## src/design/hhsw_pkg.sv

```systemverilog
// ----------------------------------------------------------------------------
// hhsw_pkg
// Shared constants and types for the header strip / soft wrap block.
// ----------------------------------------------------------------------------
package hhsw_pkg;

   localparam int unsigned BYTE_W = 8;
   localparam int unsigned COL_W  = 10;

   localparam logic [BYTE_W-1:0] CH_CR = 8'h0D;
   localparam logic [BYTE_W-1:0] CH_LF = 8'h0A;

   // what one processed item hands to the output stage
   typedef struct packed {
      logic              emit;     // item yields at least one byte
      logic [BYTE_W-1:0] data;     // first byte
      logic              add_lf;   // a line feed follows the first byte
   } result_type;

endpackage

```

## src/design/hhsw_parse.sv

```systemverilog
// ----------------------------------------------------------------------------
// hhsw_parse
// Header detection window, header flag and column counter. Produces the
// result of the registered item combinationally; state advances on fire.
// ----------------------------------------------------------------------------
module hhsw_parse (
   input  logic                             clock,
   input  logic                             reset,
   input  logic                             fire,
   input  logic [hhsw_pkg::BYTE_W-1:0]      in_byte,
   input  logic                             new_stream,
   input  logic [hhsw_pkg::COL_W-1:0]       wrap_columns,
   output hhsw_pkg::result_type             result
);

   logic [hhsw_pkg::BYTE_W-1:0] recent0_ff, recent1_ff, recent2_ff;
   logic [hhsw_pkg::BYTE_W-1:0] recent0_in, recent1_in, recent2_in;
   logic                        hdr_done_ff, hdr_done_in;
   logic [hhsw_pkg::COL_W-1:0]  column_ff, column_in;

   logic [hhsw_pkg::BYTE_W-1:0] r0, r1, r2;
   logic                        hdr;
   logic [hhsw_pkg::COL_W-1:0]  col, col_inc;
   logic                        hdr_end;

   always_comb begin
      // new stream clears state ahead of this byte
      r0      = new_stream ? '0 : recent0_ff;
      r1      = new_stream ? '0 : recent1_ff;
      r2      = new_stream ? '0 : recent2_ff;
      hdr     = new_stream ? 1'b0 : hdr_done_ff;
      col     = new_stream ? '0 : column_ff;
      col_inc = col + {{(hhsw_pkg::COL_W-1){1'b0}}, 1'b1};

      hdr_end = (in_byte == hhsw_pkg::CH_LF) &&
                ((r2 == hhsw_pkg::CH_LF) ||
                 (r0 == hhsw_pkg::CH_CR && r1 == hhsw_pkg::CH_LF &&
                  r2 == hhsw_pkg::CH_CR));

      recent0_in  = r0;
      recent1_in  = r1;
      recent2_in  = r2;
      hdr_done_in = hdr;
      column_in   = col;

      result.emit   = 1'b0;
      result.data   = in_byte;
      result.add_lf = 1'b0;

      if (!hdr) begin
         // drop header bytes, shift the window
         recent0_in = r1;
         recent1_in = r2;
         recent2_in = in_byte;
         if (hdr_end) begin
            hdr_done_in = 1'b1;
            column_in   = '0;
         end
      end else if (wrap_columns == '0) begin
         result.emit = 1'b1;
      end else if (in_byte == hhsw_pkg::CH_CR) begin
         column_in = '0;
      end else if (in_byte == hhsw_pkg::CH_LF) begin
         column_in   = '0;
         result.emit = 1'b1;
      end else begin
         result.emit = 1'b1;
         if (col_inc >= wrap_columns) begin
            column_in     = '0;
            result.add_lf = 1'b1;
         end else begin
            column_in = col_inc;
         end
      end
   end

   always_ff @(posedge clock) begin
      if (reset) begin
         recent0_ff  <= '0;
         recent1_ff  <= '0;
         recent2_ff  <= '0;
         hdr_done_ff <= 1'b0;
         column_ff   <= '0;
      end else if (fire) begin
         recent0_ff  <= recent0_in;
         recent1_ff  <= recent1_in;
         recent2_ff  <= recent2_in;
         hdr_done_ff <= hdr_done_in;
         column_ff   <= column_in;
      end
   end

endmodule

```

## src/design/hhsw_out.sv

```systemverilog
// ----------------------------------------------------------------------------
// hhsw_out
// Result register. Holds one byte and a pending inserted line feed, which
// goes out in the cycle after the byte is taken.
// ----------------------------------------------------------------------------
module hhsw_out (
   input  logic                         clock,
   input  logic                         reset,
   input  logic                         load,
   input  hhsw_pkg::result_type         result,
   output logic                         out_free,
   output logic                         rsp_valid,
   input  logic                         rsp_stall,
   output logic [hhsw_pkg::BYTE_W-1:0]  rsp_out_byte,
   output logic                         rsp_last
);

   logic                        valid_ff, valid_in;
   logic                        lf_pend_ff, lf_pend_in;
   logic [hhsw_pkg::BYTE_W-1:0] byte_ff, byte_in;
   logic                        last_ff, last_in;

   assign out_free = !valid_ff || (!rsp_stall && !lf_pend_ff);

   always_comb begin
      valid_in   = valid_ff;
      lf_pend_in = lf_pend_ff;
      byte_in    = byte_ff;
      last_in    = last_ff;
      if (load) begin
         valid_in   = 1'b1;
         byte_in    = result.data;
         last_in    = !result.add_lf;
         lf_pend_in = result.add_lf;
      end else if (valid_ff && !rsp_stall) begin
         if (lf_pend_ff) begin
            // advance to the inserted line feed
            byte_in    = hhsw_pkg::CH_LF;
            last_in    = 1'b1;
            lf_pend_in = 1'b0;
         end else begin
            valid_in = 1'b0;
         end
      end
   end

   always_ff @(posedge clock) begin
      if (reset) begin
         valid_ff   <= 1'b0;
         lf_pend_ff <= 1'b0;
      end else begin
         valid_ff   <= valid_in;
         lf_pend_ff <= lf_pend_in;
      end
      byte_ff <= byte_in;
      last_ff <= last_in;
   end

   assign rsp_valid    = valid_ff;
   assign rsp_out_byte = byte_ff;
   assign rsp_last     = last_ff;

endmodule

```

## src/design/http_header_strip_soft_wrap.sv

```systemverilog
// ----------------------------------------------------------------------------
// http_header_strip_soft_wrap
// Strips the HTTP header from a response byte stream, passes the body and
// optionally soft-wraps it at a programmable column.
// ----------------------------------------------------------------------------
// Bytes are taken into an input register, processed in one pass and placed
// in a result register. One byte is accepted per cycle when it yields no
// output byte, or one output byte while rsp_stall is low; a byte that
// triggers an inserted line feed holds the result register until the line
// feed is taken too, since that register hands out one byte per cycle while
// rsp_stall is low. Header bytes and removed CRs give no output. rsp_last
// marks the final byte caused by an input. Write csr_write_data (wrap width,
// zero disables wrapping and CR removal) only while the block is idle.
module http_header_strip_soft_wrap (
   input  logic                         clock,
   input  logic                         reset,
   input  logic                         csr_write_enable,
   input  logic [hhsw_pkg::COL_W-1:0]   csr_write_data,
   input  logic                         req_valid,
   output logic                         req_stall,
   input  logic [hhsw_pkg::BYTE_W-1:0]  req_in_byte,
   input  logic                         req_new_stream,
   output logic                         rsp_valid,
   input  logic                         rsp_stall,
   output logic [hhsw_pkg::BYTE_W-1:0]  rsp_out_byte,
   output logic                         rsp_last
);

   logic [hhsw_pkg::COL_W-1:0]  wrap_ff;
   logic                        in_valid_ff, in_valid_in;
   logic [hhsw_pkg::BYTE_W-1:0] in_byte_ff;
   logic                        in_new_ff;

   hhsw_pkg::result_type        result;
   logic                        out_free;
   logic                        fire;
   logic                        accept;

   // an item that yields nothing leaves regardless of the output side
   assign fire      = in_valid_ff && (!result.emit || out_free);
   assign req_stall = in_valid_ff && !fire;
   assign accept    = req_valid && !req_stall;

   always_comb begin
      in_valid_in = in_valid_ff;
      if (accept) begin
         in_valid_in = 1'b1;
      end else if (fire) begin
         in_valid_in = 1'b0;
      end
   end

   always_ff @(posedge clock) begin
      if (reset) begin
         in_valid_ff <= 1'b0;
         wrap_ff     <= '0;
      end else begin
         in_valid_ff <= in_valid_in;
         if (csr_write_enable) begin
            wrap_ff <= csr_write_data;
         end
      end
      if (accept) begin
         in_byte_ff <= req_in_byte;
         in_new_ff  <= req_new_stream;
      end
   end

   hhsw_parse u_parse (
      .clock        (clock),
      .reset        (reset),
      .fire         (fire),
      .in_byte      (in_byte_ff),
      .new_stream   (in_new_ff),
      .wrap_columns (wrap_ff),
      .result       (result)
   );

   hhsw_out u_out (
      .clock        (clock),
      .reset        (reset),
      .load         (fire && result.emit),
      .result       (result),
      .out_free     (out_free),
      .rsp_valid    (rsp_valid),
      .rsp_stall    (rsp_stall),
      .rsp_out_byte (rsp_out_byte),
      .rsp_last     (rsp_last)
   );

endmodule
```

## config.mk

```make
export PLATFORM = sky130hd
export DESIGN_NAME = http_header_strip_soft_wrap
export DESIGN_NICKNAME = d
export VERILOG_FILES = /design/src/design/hhsw_pkg.sv /design/src/design/hhsw_parse.sv /design/src/design/hhsw_out.sv /design/src/design/http_header_strip_soft_wrap.sv
export SDC_FILE = /design/constraint.sdc
export NUM_CORES = 1
export LEC_CHECK = 0
export ABC_CLOCK_PERIOD_IN_PS = 2710
export BUFFER_PORTS_ARGS = -buffer_cell sky130_fd_sc_hd__buf_2
export CAP_MARGIN = 20
export CORE_UTILIZATION = 52
export CTS_BUF_LIST = sky130_fd_sc_hd__clkbuf_8 sky130_fd_sc_hd__clkbuf_16
export DETAILED_ROUTE_END_ITERATION = 12
export PLACE_DENSITY = 0.72
export SYNTH_ARGS = -nofsm -noshare
export SYNTH_HDL_FRONTEND = slang
export SYNTH_SLANG_ARGS = --single-unit
```

## constraint.sdc

```tcl
create_clock -name clock -period 2.71 [get_ports clock]
set_input_delay 0 -clock clock [delete_from_list [all_inputs] [get_ports clock]]
set_output_delay 0 -clock clock [all_outputs]
set_load 0.05 [all_outputs]
```

# Word level (Yosys, flattened, before mapping)
# Index checks and enable logic that the tools add are counted.
[op_classes]
magnitude_cmp = 1
addsub = 1
mux = 37
eq_ne = 7
reduce_logical = 25
[op_table]
columns = ["operator", "n"]
rows = [
  ["$mux W8", 9],
  ["$mux W10", 7],
  ["$eq A8 B4 Y1 const B", 6],
  ["$mux W1", 21],
  ["$add A10 B1 Y10 const B", 1],
  ["$ge A10 B10 Y1", 1],
  ["$logic_not A10 Y1", 1],
  ["$logic_and A1 B1 Y1", 9],
  ["$logic_not A1 Y1", 7],
  ["$reduce_bool A2 Y1", 3],
  ["$reduce_and A2 Y1", 2],
  ["$logic_or A1 B1 Y1", 3],
  ["$ne A2 B1 Y1 const B", 1],
]
[totals]
out_inout_bits = 11
reg_bits = 66

# Longest topological paths before layout
[depth]
word_depth = 12
depth_mapped = 11
depth_no_buf = 11

# Cells and area by module
# From an unflattened synthesis, not the netlist that was laid out.
[unflattened]
hier_cells = 303
hier_area_um2 = 3004.1
[by_module_without_submodules]
columns = ["module", "seq_area_each_um2", "cells_per_inst", "area_each_um2", "instances"]
rows = [
  ["hhsw_parse", 700.7, 225, 1903.1, 1],
  ["http_header_strip_soft_wrap", 490.5, 50, 688.2, 1],
  ["hhsw_out", 310.3, 28, 412.9, 1],
]

# Worst setup path before layout
# OpenSTA, ideal clock, no wires.
[synth_path]
path_kind = "register -> register"
from = "register u_out.valid_ff, in the netlist u_out.rsp_valid"
to = "register in_byte_ff[0] (netlist name), enable pin"
path_stages_with_launch = 4
slack_ns = -0.321
synth_period_minus_slack_ns = 3.031
arrival_time_ns = 2.645
n_path_buf = 0
setup_time_ns = 0.387
path_cell_list = "dfxtp_1 o21ai_0 a211oi_1 nor2b_1"
[synth_via]
elab_chain_len = 8
[synth_rtl]
columns = ["element", "line", "rtl"]
rows = [
  ["start, declared", "hhsw_out.sv:18", "logic valid_ff, valid_in;"],
  ["start signal, assigned", "hhsw_out.sv:52", "valid_ff <= valid_in;"],
  ["$logic_not A1 Y1", "hhsw_out.sv:23", "assign out_free = !valid_ff || (!rsp_stall && !lf_pend_ff);"],
  ["$logic_or A1 B1 Y1", "hhsw_out.sv:23", ""],
  ["$logic_or A1 B1 Y1", "http_header_strip_soft_wrap.sv:40", "assign fire = in_valid_ff && (!result.emit || out_free);"],
  ["$logic_and A1 B1 Y1", "http_header_strip_soft_wrap.sv:40", ""],
  ["$logic_not A1 Y1", "http_header_strip_soft_wrap.sv:41", "assign req_stall = in_valid_ff && !fire;"],
  ["$logic_and A1 B1 Y1", "http_header_strip_soft_wrap.sv:41", ""],
  ["via req_stall", "http_header_strip_soft_wrap.sv:20", "output logic req_stall,"],
  ["$logic_not A1 Y1", "http_header_strip_soft_wrap.sv:42", "assign accept = req_valid && !req_stall;"],
  ["$logic_and A1 B1 Y1", "http_header_strip_soft_wrap.sv:42", ""],
  ["via accept", "http_header_strip_soft_wrap.sv:37", "logic accept;"],
  ["end signal, assigned", "http_header_strip_soft_wrap.sv:64", "in_byte_ff <= req_in_byte;"],
  ["end, declared", "http_header_strip_soft_wrap.sv:31", "logic [hhsw_pkg::BYTE_W-1:0] in_byte_ff;"],
]
# The timed path passes the listed nets, and every way through them passes these cells.
# A chain may end at the register's enable or synchronous reset.

# Worst setup path in the final report
[layout_path]
from = "register u_parse.column_ff[2] (netlist name)"
to = "register u_parse.column_ff[6] (netlist name)"
[layout_via]
elab_chain_len = 8
[layout_rtl]
columns = ["element", "line", "rtl"]
rows = [
  ["start, declared", "hhsw_parse.sv:19", "logic [hhsw_pkg::COL_W-1:0] column_ff, column_in;"],
  ["start signal, assigned", "hhsw_parse.sv:89", "column_ff <= column_in;"],
  ["$mux W10 *", "hhsw_parse.sv:32", "col = new_stream ? '0 : column_ff;"],
  ["$add A10 B1 Y10 *", "hhsw_parse.sv:33", "col_inc = col + {{(hhsw_pkg::COL_W-1){1'b0}}, 1'b1};"],
  ["$ge A10 B10 Y1", "hhsw_parse.sv:68", "if (col_inc >= wrap_columns) begin"],
  ["$mux W10 *", "hhsw_parse.sv:68", ""],
  ["$mux W10 *", "hhsw_parse.sv:63", "end else if (in_byte == hhsw_pkg::CH_LF) begin"],
  ["$mux W10 *", "hhsw_parse.sv:61", "end else if (in_byte == hhsw_pkg::CH_CR) begin"],
  ["$mux W10 *", "hhsw_parse.sv:59", "end else if (wrap_columns == '0) begin"],
  ["$mux W10 *", "hhsw_parse.sv:50", "if (!hdr) begin"],
]
# Every way passes the cells marked *; elsewhere a longest branch is shown, timed or not.

==> metrics.md <==
| Metric | Value |
|---|---|
| Outcome | finished clean |
| Total Routing Usage GR | 22.1% |
| Slowest-stage cell, CP | dfxtp_1 |
| Slew HR | 47.9% |
| Net Count, Synth | 341 |
| Pwr Density | 605 nW/um^2 |
| Hold wc startpoint | rsp_stall |
| Worst EP arrival | 2790 ps |
| Final core occ | 68.7% |
| Antenna cells | 0 |
| Seq cells post-synth | 66 |
| CP bufs+invs | 0 |
| Post-detail-place hpwl | 4.22 mm |
| Final min period | 2540 ps |
| Routability Congestion | 0.735 |
| Endpoints failing setup | 0 |
| Pre-CTS WS | -48.6 ps |
| Period utilization | 93.7% |
| Rows | 27 |
| Worst path top cell family by delay | compound AO/OA/AOI/OAI gates |
| Root Driver | clkbuf_8 |
| Hold Vio Cnt, Final | 0 |
| Comb pwr share | 6.7% |
| Antenna-violating nets left | 0 |
| Top cells by count, synth | dfxtp_1 (48), nor2_1 (47), inv_1 (23), nand2_1 (23), edfxtp_1 (18) |
| Mapped Cells | 308 |
| Die area | 6070 um^2 |
| Ordered list of cells on the worst path | and4_2, nand2_1, xnor2_2, nor2_1, ha_1, a21o_1, a21o_1, a211oi_4, nand3_2, o32ai_1 |
| Clock Tree Buf Depth | 2 |
| Reg2reg end | u_parse.column_ff[6] |
| Pre-antenna DRT Iters | 4 |
| Fin area | 3810 um^2 |
| Total length of routed wires | 6.35 mm |
| CTS buffer count | 9 |
| Clock share of power | 47.2% |
| Clk_lat worst skew | 340 ps |
| R2R Path Start | u_parse.column_ff[2] |
| Switching Share | 21.3% |
| Crit-path most repeated cell | a21o_1 |
| Net count, final | 403 |
| Io pins | 35 |
| Hold endpoint | u_out.lf_pend_ff |
| Post-CTS Setup Repair Bufs | 0 |
| Req. time, crit path | 2960 ps |
| Sequential power share | 46.1% |
| Wire per inst | 14.2 um |
| Vias per std cell | 5.52 |
| First-pass GRT wire length | 10.4 mm |
| Clock transition at path regs | 70 ps |
| Worst setup margin | 172 ps |
| Startpoint types | flop |
| Ys flop type | dfxtp_1 |
| Vias in the first global route | 2301 |
| Number of synthesized flops with an enable pin | 18 |
| Fillers | 435 |
| GRT overflow | 0 |
| Clk_skew | 6.07 ps |
| Die Y | 77.9 um |
| Hold depth | 4 |
| Core area | 5540 um^2 |
| Area contributors post-synth | dfxtp_1 (32%), edfxtp_1 (18%), nor2_1 (5.9%), a22oi_1 (4.0%), ha_1 (3.8%) |
| Kind of end point of the critical path | flop |
| Top cell type by total area after synthesis | dfxtp_1 |
| Max cap viols | 0 |
| Max-slew violation count | 0 |
| Setup tns final | 0 ps |
| Starting Density | 54.1% |
| Syn avg cell area | 9.73 um^2 |
| Leak Pwr | 1.44 nW |
| Synth-to-Final Area Change | 27.1% |
| Cell Int Power | 1.81 mW |
| Syn Std Cell Area | 3000 um^2 |
| Worst min path class | primary input to flop |
| Largest net degree at the start of global routing | 42 |
| CTS tree | built |
| Async set or reset register ratio after synthesis | 0% |
| Layout cells sized above 1 | 19.5% |
| Crit path kind | flop to flop |
| Initial antenna violation count | 0 |
| Netlist cell types | 47 |
| Yosys top cell area share | 32.1% |
| Drt drc | 0 |
| Vias | 2469 |
| Crit-path max FO | 7 |
| Warnings from Yosys | 0 |
| Count leader, synth | dfxtp_1 |
| Cell Area, Placed | 3280 um^2 |
| Delay of the slowest critical-path stage | 350 ps |
| Initial DRC count | 126 |
| Switch Pwr | 491 uW |
| FF-to-FF setup slack | 170 ps |
| Worst R2R Path Depth | 10 |
| Worst vdd ir | 494 uV |
| Post-synthesis sequential area ratio | 50.1% |
| Slew @ Worst Pin | 782 ps |
| Die Wd | 77.9 um |
| PortBufs | 34 |
| H-tree Lvls | 3 |
| Fmax | 0.394 GHz |
| Clk sinks | 66 |
==> repair_timing <==
item,CTS,global route
gates cloned,1,0
endpoints found under the hold margin,20,0
endpoints found under the setup margin,8,10
resized for setup,1,10
hold buffers,20,0
pin swaps,0,1
==> sequential cells by signal, indices dropped and copies added, names as in the netlist <==
register,cells
in_new_ff,1
u_out.rsp_last,1
u_parse.hdr_done_ff,1
u_out.rsp_valid,1
in_valid_ff,1
u_parse.recent0_ff,8
u_parse.column_ff,10
in_byte_ff,8
u_parse.recent1_ff,8
u_out.lf_pend_ff,1
wrap_ff,10
u_parse.recent2_ff,8
u_out.rsp_out_byte,8
==> how the worst max path moves through the flow <==
stage | from | to | slack, ps | cells after the start
2_1_floorplan | in_new_ff | u_parse.column_ff[1] | 180 | 9
3_3_place_gp | u_parse.column_ff[4] | u_parse.column_ff[8] | 120 | 11
3_5_place_dp | u_parse.column_ff[4] | u_parse.column_ff[7] | -50 | 11
4_1_cts | u_parse.column_ff[4] | u_parse.column_ff[7] | 9 | 11
5_1_grt | u_parse.column_ff[4] | u_parse.column_ff[3] | -1 | 11
6_report | u_parse.column_ff[2] | u_parse.column_ff[6] | 170 | 10
==> stage by stage <==
stage          cells  hold WS [ps]  power [mW]
2_1_floorplan    308          98.9        1.16
3_3_place_gp     410           176        1.20
3_5_place_dp     410           178        1.21
4_1_cts          447          38.0        2.31
5_1_grt          447          70.0        2.38
6_report         447          50.0        2.30
==> logic make-up (layout without fill, tap and decap cells) <==
group / count (synthesis) / in the layout / synth area share, %
compound gates: 61 / 61 / 15.7
xor+xnor: 8 / 8 / 2.34
mux: 10 / 10 / 3.34
fa+ha+maj: 9 / 9 / 3.76
flops: 66 / 66 / 50.1
simple gates: 119 / 120 / 20.4
buf+inv: 35 / 101 / 4.39
==> worst reg2reg max path: cells and delay by family, from the launching register on <==
| kind | cells | cell delay, ps |
|---|---|---|
| adders and majority gates | 1 | 290 |
| AOI/OAI and AO/OA | 4 | 950 |
| DFF | 1 | 350 |
| xor gates and xnor gates | 1 | 180 |
| and+or+nand+nor | 4 | 690 |
==> per-layer routing <==
layer / up-vias / routed length (um) / GRT usage (%)
met5: - / 0 / 0
met4: 0 / 99 / 8.33
met3: 12 / 215 / 5.65
met2: 48 / 3160 / 37.4
met1: 1173 / 2870 / 27.1
li1: 1236 / - / -
==> cell usage in the layout (no fill, tap or decap), types with 2 or more instances in the layout <==
master,netlist,final
nand2b_1,4,4
bufinv_16,0,4
dlygate4sd3_1,0,20
a22oi_1,16,16
nand4_1,5,5
and2_1,6,6
a21oi_1,13,13
nor2b_1,3,3
a21o_1,2,2
nor3b_1,4,4
or4b_1,3,3
ha_1,9,9
nor2_1,47,47
a211oi_1,5,3
dfxtp_1,48,47
clkbuf_8,0,9
xnor2_1,8,7
mux2i_1,10,10
nand3_1,5,5
o32ai_1,8,7
o21ai_0,2,2
nor4_1,3,3
buf_4,0,8
edfxtp_1,18,18
a31o_2,2,2
nor3_1,5,4
nand2_1,23,23
inv_1,23,23
buf_2,0,34
and4_1,3,2
==> power by group through the flow <==
| stage | logic (mW) | registers [mW] | clock network [mW] |
|---|---|---|---|
| detailed placement | 0.123 | 1.08 | 0 |
| global placement | 0.120 | 1.08 | 0 |
| floorplan | 0.0866 | 1.07 | 0 |
| finish | 0.154 | 1.06 | 1.09 |
| CTS | 0.147 | 1.06 | 1.10 |
| global route | 0.171 | 1.06 | 1.14 |
==> area by class of cell <==
class	count	area (um^2)	area share, %
sequential	66	1500	39.5
clock buffer	9	124	3.25
clock inverter	7	140	3.68
timing repair buffer	62	430	11.3
multi-input combinational	208	1430	37.6
inverter	23	86.3	2.27
tap	72	90.1	2.37
Note: power is estimated with default switching activity, not from simulation.
